### src/psg_pkg.sv
// ---------------------------------------------------------------------------
// psg_pkg: shared definitions for the population spike generator
// Widths, population size, configuration register map and the state
// memory word and write port types.
// ---------------------------------------------------------------------------
package psg_pkg;

  localparam int POPULATION = 256;
  localparam int ADDR_W     = $clog2(POPULATION);
  localparam int NEURON_W   = 8;
  localparam int PHASE_W    = 16;
  localparam int RATE_W     = 31;
  localparam int COUNT_W    = 8;
  localparam int CFG_IDX_W  = 3;
  localparam int CFG_DATA_W = 32;
  localparam int MUL_W      = 32;

  typedef enum logic [CFG_IDX_W-1:0] {
    CFG_GEN_MODE         = 3'd0,
    CFG_EDGE_OR_LEVEL    = 3'd1,
    CFG_START_PHASE      = 3'd2,
    CFG_TICK_SECONDS     = 3'd3,
    CFG_TICKS_PER_SECOND = 3'd4,
    CFG_DEFAULT_RATE     = 3'd5,
    CFG_USE_RATE_INPUT   = 3'd6
  } cfg_idx_t;

  localparam logic GEN_REGULAR   = 1'b0;
  localparam logic GEN_TRIGGERED = 1'b1;
  localparam logic TRIG_EDGE     = 1'b0;
  localparam logic TRIG_LEVEL    = 1'b1;

  typedef struct packed {
    logic [PHASE_W-1:0] phase;
    logic               trig;
  } psg_word_t;

  typedef struct packed {
    logic              en;
    logic [ADDR_W-1:0] addr;
    psg_word_t         word;
  } psg_wr_t;

endpackage

### src/psg_mul.sv
// ---------------------------------------------------------------------------
// psg_mul: shared unsigned multiplier
// 32 x 32 unsigned multiply with a registered 64-bit product.
// ---------------------------------------------------------------------------
module psg_mul (
  input  logic                            clk,
  input  logic [psg_pkg::MUL_W-1:0]       a,
  input  logic [psg_pkg::MUL_W-1:0]       b,
  output logic [2*psg_pkg::MUL_W-1:0]     p
);
  import psg_pkg::*;

  always_ff @(posedge clk) begin
    p <= {{MUL_W{1'b0}}, a} * {{MUL_W{1'b0}}, b};
  end

endmodule

### config.mk
export PLATFORM = sky130hd
export DESIGN_NAME = psg_mul
export DESIGN_NICKNAME = d
export VERILOG_FILES = /design/src/psg_pkg.sv /design/src/psg_mul.sv
export SDC_FILE = /design/constraint.sdc
export NUM_CORES = 2
export LEC_CHECK = 0
export BUFFER_PORTS_ARGS = -buffer_cell sky130_fd_sc_hd__buf_4
export CAP_MARGIN = 25
export CORE_MARGIN = 10
export CORE_UTILIZATION = 47
export CTS_BUF_LIST = sky130_fd_sc_hd__clkbuf_16
export DETAILED_ROUTE_END_ITERATION = 8
export GPL_TIMING_DRIVEN = 0
export SLEW_MARGIN = 20
export SYNTH_ARGS = -nofsm -noshare
export SYNTH_HDL_FRONTEND = slang
export SYNTH_SLANG_ARGS = --single-unit
### constraint.sdc
create_clock -name clk -period 22.2 [get_ports clk]
set_input_delay 2.22 -clock clk [delete_from_list [all_inputs] [get_ports clk]]
set_output_delay 2.22 -clock clk [all_outputs]
set_load 0.05 [all_outputs]
==> impl_metrics.json <==
{
  "cp.arrival_ps": 10730,
  "worst_pin_slew_ps": 1190,
  "yosys-top-cells-area": "fa_1 52%, and2_1 11%, ha_1 9.5%",
  "cts_tree": "built",
  "fin_nets": 5118,
  "cts_hold_buf": 0,
  "grt_usage": 0.305,
  "hold_path.class": "in -> reg",
  "yosys_warnings": 0,
  "synth_fp_nets": 4972,
  "fill_cells": 7145,
  "post_cts_resized": 0,
  "synth_common_cells": "896 x fa_1, 865 x inv_1, 602 x and2_1",
  "worstSetupEndpointType": "register",
  "synth_area_sq_um": 34700,
  "start_util": 0.474,
  "num_vias": 27126,
  "largest_registers": "p: 64 flops",
  "fp-row-count": 99,
  "start_kind": "primary input",
  "routedWlPerCell_um": 26.5,
  "worst-path-buf-inv": 8,
  "dieArea_sq_um": 85000,
  "grt_max_degree": 14,
  "critPathTopFamily": "adder cells",
  "hp-start": "b[0]",
  "crit_required_ps": 22470,
  "slowest_stage": "clkbuf_1",
  "rsz0062_at_grt": "no",
  "htree_levels": 3,
  "drive_above_1_share": 0.0446,
  "dp_hpwl_um": 108000,
  "met2_usage": 0.482,
  "yosysMostFrequentCell": "fa_1",
  "grt_busiest_layer": "met2",
  "report.final.slew_viol_count": 0,
  "seq_area_frac_synth": 0.0369,
  "cp.depth": 26,
  "status": "finished, final reports clean",
  "cts_buffers": 9,
  "io_buffer_count": 128,
  "gp_congestion": 1.05,
  "avgSynthCellArea_sq_um": 9.25,
  "ys.flop_type": "dfxtp_1",
  "io_pins": 129,
  "grt_overflow_total": 0,
  "hold-worst-slack_ps": 2130,
  "grt_pass1_wl_um": 188000,
  "clock_path_buffers": 2,
  "critical_path_class": "in -> reg",
  "holdPathEnd": "p[0]",
  "fin_util": 0.510,
  "core_area_sq_um": 73100,
  "synth_edf_count": 0,
  "period_needed_ps": 10460,
  "setup_tns_ps": 0,
  "synth_seq_cells": 64,
  "syn_inst": 3748,
  "fp.dieW_um": 292,
  "cts_setup_buffers": 0,
  "fmax_ghz": 0.0956,
  "area_delta_synth_final_pct": 7.48,
  "slew_headroom": 0.207,
  "grt_pass1_vias": 28320,
  "die_h_um": 292,
  "ys_types": 57,
  "finalCritPeriodShare": 0.471,
  "synth_top_area_share": 0.517,
  "drtPass1Iterations": 6,
  "grt_util_met3": 0.0583,
  "finalSetupViolCount": 0,
  "cpPeakStageDelay_ps": 860,
  "finalHoldViolations": 0,
  "antenna_left": 0,
  "vias_per_cell": 5.58,
  "drtIter0Drc": 2584,
  "ys_async_sr_fraction": 0,
  "wl_um": 129000,
  "cts.clk_slew.worst_paths_ps": 60,
  "top_register": "p",
  "largest_register_ffs": 64,
  "cts-root-buf": "clkbuf_16",
  "hold_depth": 2,
  "drc": 0,
  "cts_sinks": 64,
  "maxCapViolCount": 0,
  "antenna_found_initial": 17,
  "globalRouteMet1Util": 0.379,
  "crit_top_cell": "fa_1",
  "critPathMaxFanout": 10,
  "synth_area_leader_cell": "fa_1"
}
-- cell usage in the layout, fill, tap and decap left out, drive strengths merged, types with 35 or more instances in the layout --
| master | n |
|---|---|
| and2 | 602 |
| dfxtp | 64 |
| a21oi | 66 |
| nand2 | 480 |
| inv | 867 |
| a21o | 40 |
| xnor2 | 35 |
| clkbuf | 222 |
| ha | 263 |
| fa | 896 |
| buf | 142 |
-- stage by stage --
| stage | instance area [sq um] | instances | worst slack [ps] |
|---|---|---|---|
| floorplan | 34700 | 3748 | 13230 |
| finish | 37300 | 4863 | 11740 |
| detailed placement | 36900 | 4838 | 11620 |
| global placement | 36800 | 4835 | 11570 |
| global route | 37300 | 4858 | 11580 |
| CTS | 37200 | 4854 | 11990 |
-- kinds of logic (layout without fill, tap and decap cells) --
| group | Yosys count | in the layout | synth area share |
|---|---|---|---|
| buffers and inverters | 1085 | 1236 | 0.118 |
| XOR/XNOR | 60 | 60 | 0.0152 |
| AO/OA/AOI/OAI | 202 | 202 | 0.0415 |
| multiplexers | 1 | 1 | 0.000289 |
| AND/OR/NAND/NOR | 1177 | 1177 | 0.176 |
| adder cells (fa/ha/maj) | 1159 | 1159 | 0.612 |
| other | 0 | 5 | 0 |
| flip-flops | 64 | 64 | 0.0369 |
-- layer usage --
metal | vias up | share of wire
met1 | 14092 | 0.36
met4 | 4 | 0.084
li1 | 11151 | -
met2 | 1482 | 0.46
met3 | 397 | 0.097
met5 | - | 0.00023
-- cell type report --
cell class | count | area [sq um] | share of cell area
Antenna cell | 5 | 12.5 | 0.000336
Tap cell | 959 | 1200 | 0.0322
Sequential cell | 64 | 1280 | 0.0344
Clock buffer | 9 | 225 | 0.00604
Timing Repair Buffer | 135 | 1050 | 0.0283
Inverter | 865 | 3250 | 0.0871
Buffer | 220 | 833 | 0.0224
Multi-Input combinational cell | 2599 | 29300 | 0.787
Clock inverter | 7 | 103 | 0.00275
-- worst max-delay path by stage --
stage	start	to
final	a[23]	p[62]
after global routing	a[24]	p[62]
after detailed placement	a[23]	p[62]
after global placement	a[18]	p[62]
after floorplan	a[25]	p[62]
after CTS	a[23]	p[62]
Power is not shown: default switching activity piles up to over one toggle a cycle in this logic, so the estimate is an artifact.
