### config.mk
export PLATFORM = sky130hd
export DESIGN_NAME = psg_state_mem
export DESIGN_NICKNAME = d
export VERILOG_FILES = /design/src/psg_pkg.sv /design/src/psg_state_mem.sv
export SDC_FILE = /design/constraint.sdc
export NUM_CORES = 2
export LEC_CHECK = 0
export BUFFER_PORTS_ARGS = -buffer_cell sky130_fd_sc_hd__buf_2
export CAP_MARGIN = 10
export CORE_ASPECT_RATIO = 0.7
export CORE_MARGIN = 1
export CORE_UTILIZATION = 40
export CTS_CLUSTER_DIAMETER = 150
export DETAILED_ROUTE_END_ITERATION = 8
export PLACE_DENSITY = 0.5
export SKIP_LAST_GASP = 1
export SYNTH_ARGS = -nofsm -noshare
export SYNTH_HDL_FRONTEND = slang
export SYNTH_MEMORY_MAX_BITS = 65536
export SYNTH_SLANG_ARGS = --single-unit
### constraint.sdc
create_clock -name clk -period 4.01 [get_ports clk]
set_input_delay 0.401 -clock clk [delete_from_list [all_inputs] [get_ports clk]]
set_output_delay 0.401 -clock clk [all_outputs]
set_load 0.01 [all_outputs]
### src/psg_pkg.sv
// ---------------------------------------------------------------------------
// psg_pkg: shared definitions for the population spike generator
// Widths, population size, configuration register map and the state
// memory word and write port types.
// ---------------------------------------------------------------------------
package psg_pkg;

  localparam int POPULATION = 256;
  localparam int ADDR_W     = $clog2(POPULATION);
  localparam int NEURON_W   = 8;
  localparam int PHASE_W    = 16;
  localparam int RATE_W     = 31;
  localparam int COUNT_W    = 8;
  localparam int CFG_IDX_W  = 3;
  localparam int CFG_DATA_W = 32;
  localparam int MUL_W      = 32;

  typedef enum logic [CFG_IDX_W-1:0] {
    CFG_GEN_MODE         = 3'd0,
    CFG_EDGE_OR_LEVEL    = 3'd1,
    CFG_START_PHASE      = 3'd2,
    CFG_TICK_SECONDS     = 3'd3,
    CFG_TICKS_PER_SECOND = 3'd4,
    CFG_DEFAULT_RATE     = 3'd5,
    CFG_USE_RATE_INPUT   = 3'd6
  } cfg_idx_t;

  localparam logic GEN_REGULAR   = 1'b0;
  localparam logic GEN_TRIGGERED = 1'b1;
  localparam logic TRIG_EDGE     = 1'b0;
  localparam logic TRIG_LEVEL    = 1'b1;

  typedef struct packed {
    logic [PHASE_W-1:0] phase;
    logic               trig;
  } psg_word_t;

  typedef struct packed {
    logic              en;
    logic [ADDR_W-1:0] addr;
    psg_word_t         word;
  } psg_wr_t;

endpackage

### src/psg_state_mem.sv
// ---------------------------------------------------------------------------
// psg_state_mem: per-neuron phase and trigger memory
// One read and one write port, registered read data; entries not yet
// written since reset read as zero through per-entry valid bits.
// ---------------------------------------------------------------------------
module psg_state_mem (
  input  logic                        clk,
  input  logic                        rst,
  input  logic                        rd_en,
  input  logic [psg_pkg::ADDR_W-1:0]  rd_addr,
  output psg_pkg::psg_word_t          rd_word,
  input  psg_pkg::psg_wr_t            wr
);
  import psg_pkg::*;

  psg_word_t              mem [POPULATION];
  logic [POPULATION-1:0]  valid;
  psg_word_t              rd_q;
  logic                   rd_hit;

  always_ff @(posedge clk) begin
    if (wr.en) begin
      mem[wr.addr] <= wr.word;
    end
    if (rd_en) begin
      rd_q <= mem[rd_addr];
    end
  end

  always_ff @(posedge clk) begin
    if (rst) begin
      valid  <= '0;
      rd_hit <= 1'b0;
    end else begin
      if (wr.en) begin
        valid[wr.addr] <= 1'b1;
      end
      if (rd_en) begin
        rd_hit <= valid[rd_addr];
      end
    end
  end

  assign rd_word = rd_hit ? rd_q : '0;

endmodule

==> impl_metrics.csv <==
group,metric,value,unit
clock_network,clkLatencyLatePin,0.98,ns
detailed_routing,route.vias.total,88400,
detailed_routing,detail_route.wl_per_cell,33.9,microns
logic_synthesis,post-synth-top-area-fraction,75.0,%
timing,period_share,93.4,%
floorplan,die_width,792,microns
layout,layout.area.seq,0.136,sq mm
clock_network,cts_tree,"yes",
critical_path,worst_setup_path_start_kind,"flip-flop",
placed_design,port_buffers,53,
layout,layout-drive-gt1-share,31.8,%
logic_synthesis,async_s_r_ff_share_synth,0,%
timing,min_period,3.74,ns
timing,worst-slew-pin-transition,1.27,ns
power,leakage,63.4,nW
detailed_routing,drt_first_iter_violations,11800,
floorplan,floorplan.die_area,0.440,sq mm
flow_run,max-cap-violations,0,
timing,timing.final.setup_violations,0,
logic_synthesis,syn_inst,8134,
critical_path,critical_path.endpoint_type,"flip-flop",
layout,layout.nets,8997,
placed_design,dpl.hpwl,315,mm
timing,report.final.slew_viol_count,0,
placed_design,gpl.final_weighted_congestion,0.819,
critical_path,worstPathRequired,4.74,ns
floorplan,fp-row-count,202,
clock_network,ctsLongestPathBuffers,4,
layout,fillerInstances,35800,
power,vdd.ir_drop.worst,0.364,mV
layout,multi_input_comb_area,0.0370,sq mm
logic_synthesis,synth_sequential_area_ratio,77.9,%
clock_network,post_cts.resized_instances,0,
global_routing,first_pass_grt_wire_length,712,mm
floorplan,num_io_pins,54,
global_routing,grtUsageTotal,23.1,%
detailed_routing,firstDrtPassIters,6,
timing,rsz0062_at_grt,"no",
timing,skew,0.0417,ns
logic_synthesis,postSynthRegisterBits,4626,
clock_network,cts_num_sinks,4626,
logic_synthesis,number_of_enable_flip_flop_cells_after_synthesis,4369,
timing,max_freq,0.267,GHz
layout,final_core_util,46.8,%
floorplan,placeableCoreArea,0.434,sq mm
clock_network,clk_pin_slew_worst_paths,0.06,ns
power,power-per-cell-area,495,mW/mm^2
global_routing,grt_pass1_vias,87300,
detailed_routing,final_antenna_net_count,0,
timing,final_hold_viol_count,0,
detailed_routing,drcViolationCount,0,
critical_path,path_max_fanout,1,
critical_path,critical_path_class,"flip-flop to flip-flop",
critical_path,cp.arrival,4.47,ns
run_status,outcome,"completed",
floorplan,initial_core_util,40.3,%
clock_network,cts_root_buf,"clkbuf_16",
clock_network,cts_hold_repair.buffers,17,
clock_network,h-tree-depth,5,
clock_network,cts_made_buffers,437,
layout,fin_cells,15200,
logic_synthesis,post_synth_num_cell_types,43,
placed_design,place_ws,-0.388,ns
logic_synthesis,synth.largest_area_cell,"edfxtp_1",
logic_synthesis,ys.flop_type,"edfxtp_1",
global_routing,grt_max_degree,141,
timing,setup_ws,0.266,ns
floorplan,die-height,555,microns
logic_synthesis,synth.cell_area,0.175,sq mm
logic_synthesis,synth_area_per_cell,21.5,sq um
placed_design,dp.cells,14300,
clock_network,setup_buffers_after_cts,0,
timing,relSlewSlack,15.6,%
timing,final.setup.tns,0,ns
layout,area_growth_syn_to_layout,16.2,%
logic_synthesis,synth_nets,8171,
hold_path,hold_class,"primary input to flip-flop",
detailed_routing,drt_wl_total,514,mm
detailed_routing,detail_route.vias_per_cell,5.83,
global_routing,grt_antenna_before_repair,52,
logic_synthesis,netlist_top_cells_area,"edfxtp_1, mux4_2, dfxtp_1",
logic_synthesis,synth_warnings,0,
global_routing,grt_remaining_overflow,0,
==> metal layers <==
metal | global-route usage (%) | wire length (microns) | vias to the layer above
met5 | 0 | 41 | -
met4 | 4.81 | 11400 | 8
met3 | 5.35 | 48900 | 567
met2 | 33.5 | 225000 | 3820
met1 | 35.7 | 229000 | 48200
li1 | - | - | 35800
==> worst max-delay path, cell delays in order (launching register included) <==
cell and delay, ns:
edfxtp_1 0.37, mux4_2 0.52, a22oi_1 0.42, a21oi_1 0.18, buf_4 0.20, nor4_2 0.99, o22ai_1 0.39, buf_4 0.25
or2_1 0.19
==> state kept, by name, indices dropped and copies added, names as in the netlist <==
register	cells
mem	4352
rd_hit	1
rd_q	17
valid	256
==> worst paths after layout <==
| kind | startpoint | endpoint | slack [ns] | cells after the start |
|---|---|---|---|---|
| hold / removal | wr[13] | mem[91][13] | 0.04 | 1 |
| hold reg to reg | valid[202] | valid[202] | 0.47 | 2 |
| setup reg to reg | mem[106][8] | rd_q[8] | 0.27 | 8 |
| setup / recovery | mem[106][8] | rd_q[8] | 0.27 | 8 |
==> logic make-up (layout without fill, tap and decap cells) <==
family	Yosys count	after routing	synth area share [%]
DFF	4626	4626	77.9
other	0	15	0
and+or+nand+nor	912	912	2.20
buffers and inverters	501	1694	1.38
AOI/OAI and AO/OA	928	928	3.61
muxes	1167	1167	14.9
==> Yosys cell counts (all sizes together), types with 6 or more instances <==
library cell and n:
a21oi 279, a22oi 558, and2 18, buf 191, clkbuf 307, dfxtp 257
edfxtp 4369, mux2i 19, mux4 1145, nand2 30, nand2b 7, nand3 25
nand4 10, nor2 718, nor2b 11, nor4 68, o21ba 29, o221ai 6
o22ai 37, or2 21
==> placed cells by master, fill, tap and decap left out, drive strengths merged, types with 2 or more instances in the layout <==
cell type    Yosys  final
nor4            68     68
edfxtp        4369   4369
or2             21     21
clkinvlp         0     13
bufinv           0     49
nand3           25     25
buf            191    868
clkinv           0    162
clkbuf         307    575
nor2b           11     11
a21oi          279    279
mux2i           19     19
a211oi           5      5
inv              3     10
o21ai            5      5
diode            0     15
nand4b           2      2
dlygate4sd3      0     17
nor2           718    718
dfxtp          257    257
o21ba           29     29
and2            18     18
mux2             3      3
o221ai           6      6
nand2b           7      7
nand4           10     10
a22oi          558    558
o22ai           37     37
nand2           30     30
mux4          1145   1145
==> final cells by class <==
cell class,instances,share of cell area [%]
Antenna cell,15,0.0185
Clock buffer,575,5.91
Sequential cell,4626,67.1
Timing Repair Buffer,885,3.98
Tap cell,5814,3.58
Inverter,3,0.00554
Multi-Input combinational cell,3007,18.2
Clock inverter,231,1.21
==> power by group <==
group / internal [mW] / switching (mW) / total, mW
Sequential: 52.9 / 0.0394 / 52.9
Clock: 24.2 / 18.2 / 42.4
Combinational: 1.86 / 3.43 / 5.29
Total: 79.0 / 21.7 / 101
==> metrics by stage <==
stage | power, mW | hold WS, ns | area [sq um]
global placement | 59.2 | 0.443 | 188000
global route | 103 | 0.0352 | 203000
floorplan | 56.3 | 0.435 | 175000
finish | 101 | 0.0352 | 203000
detailed placement | 59.3 | 0.452 | 188000
CTS | 101 | 0.0108 | 203000
(Power assumes the default switching activity.)
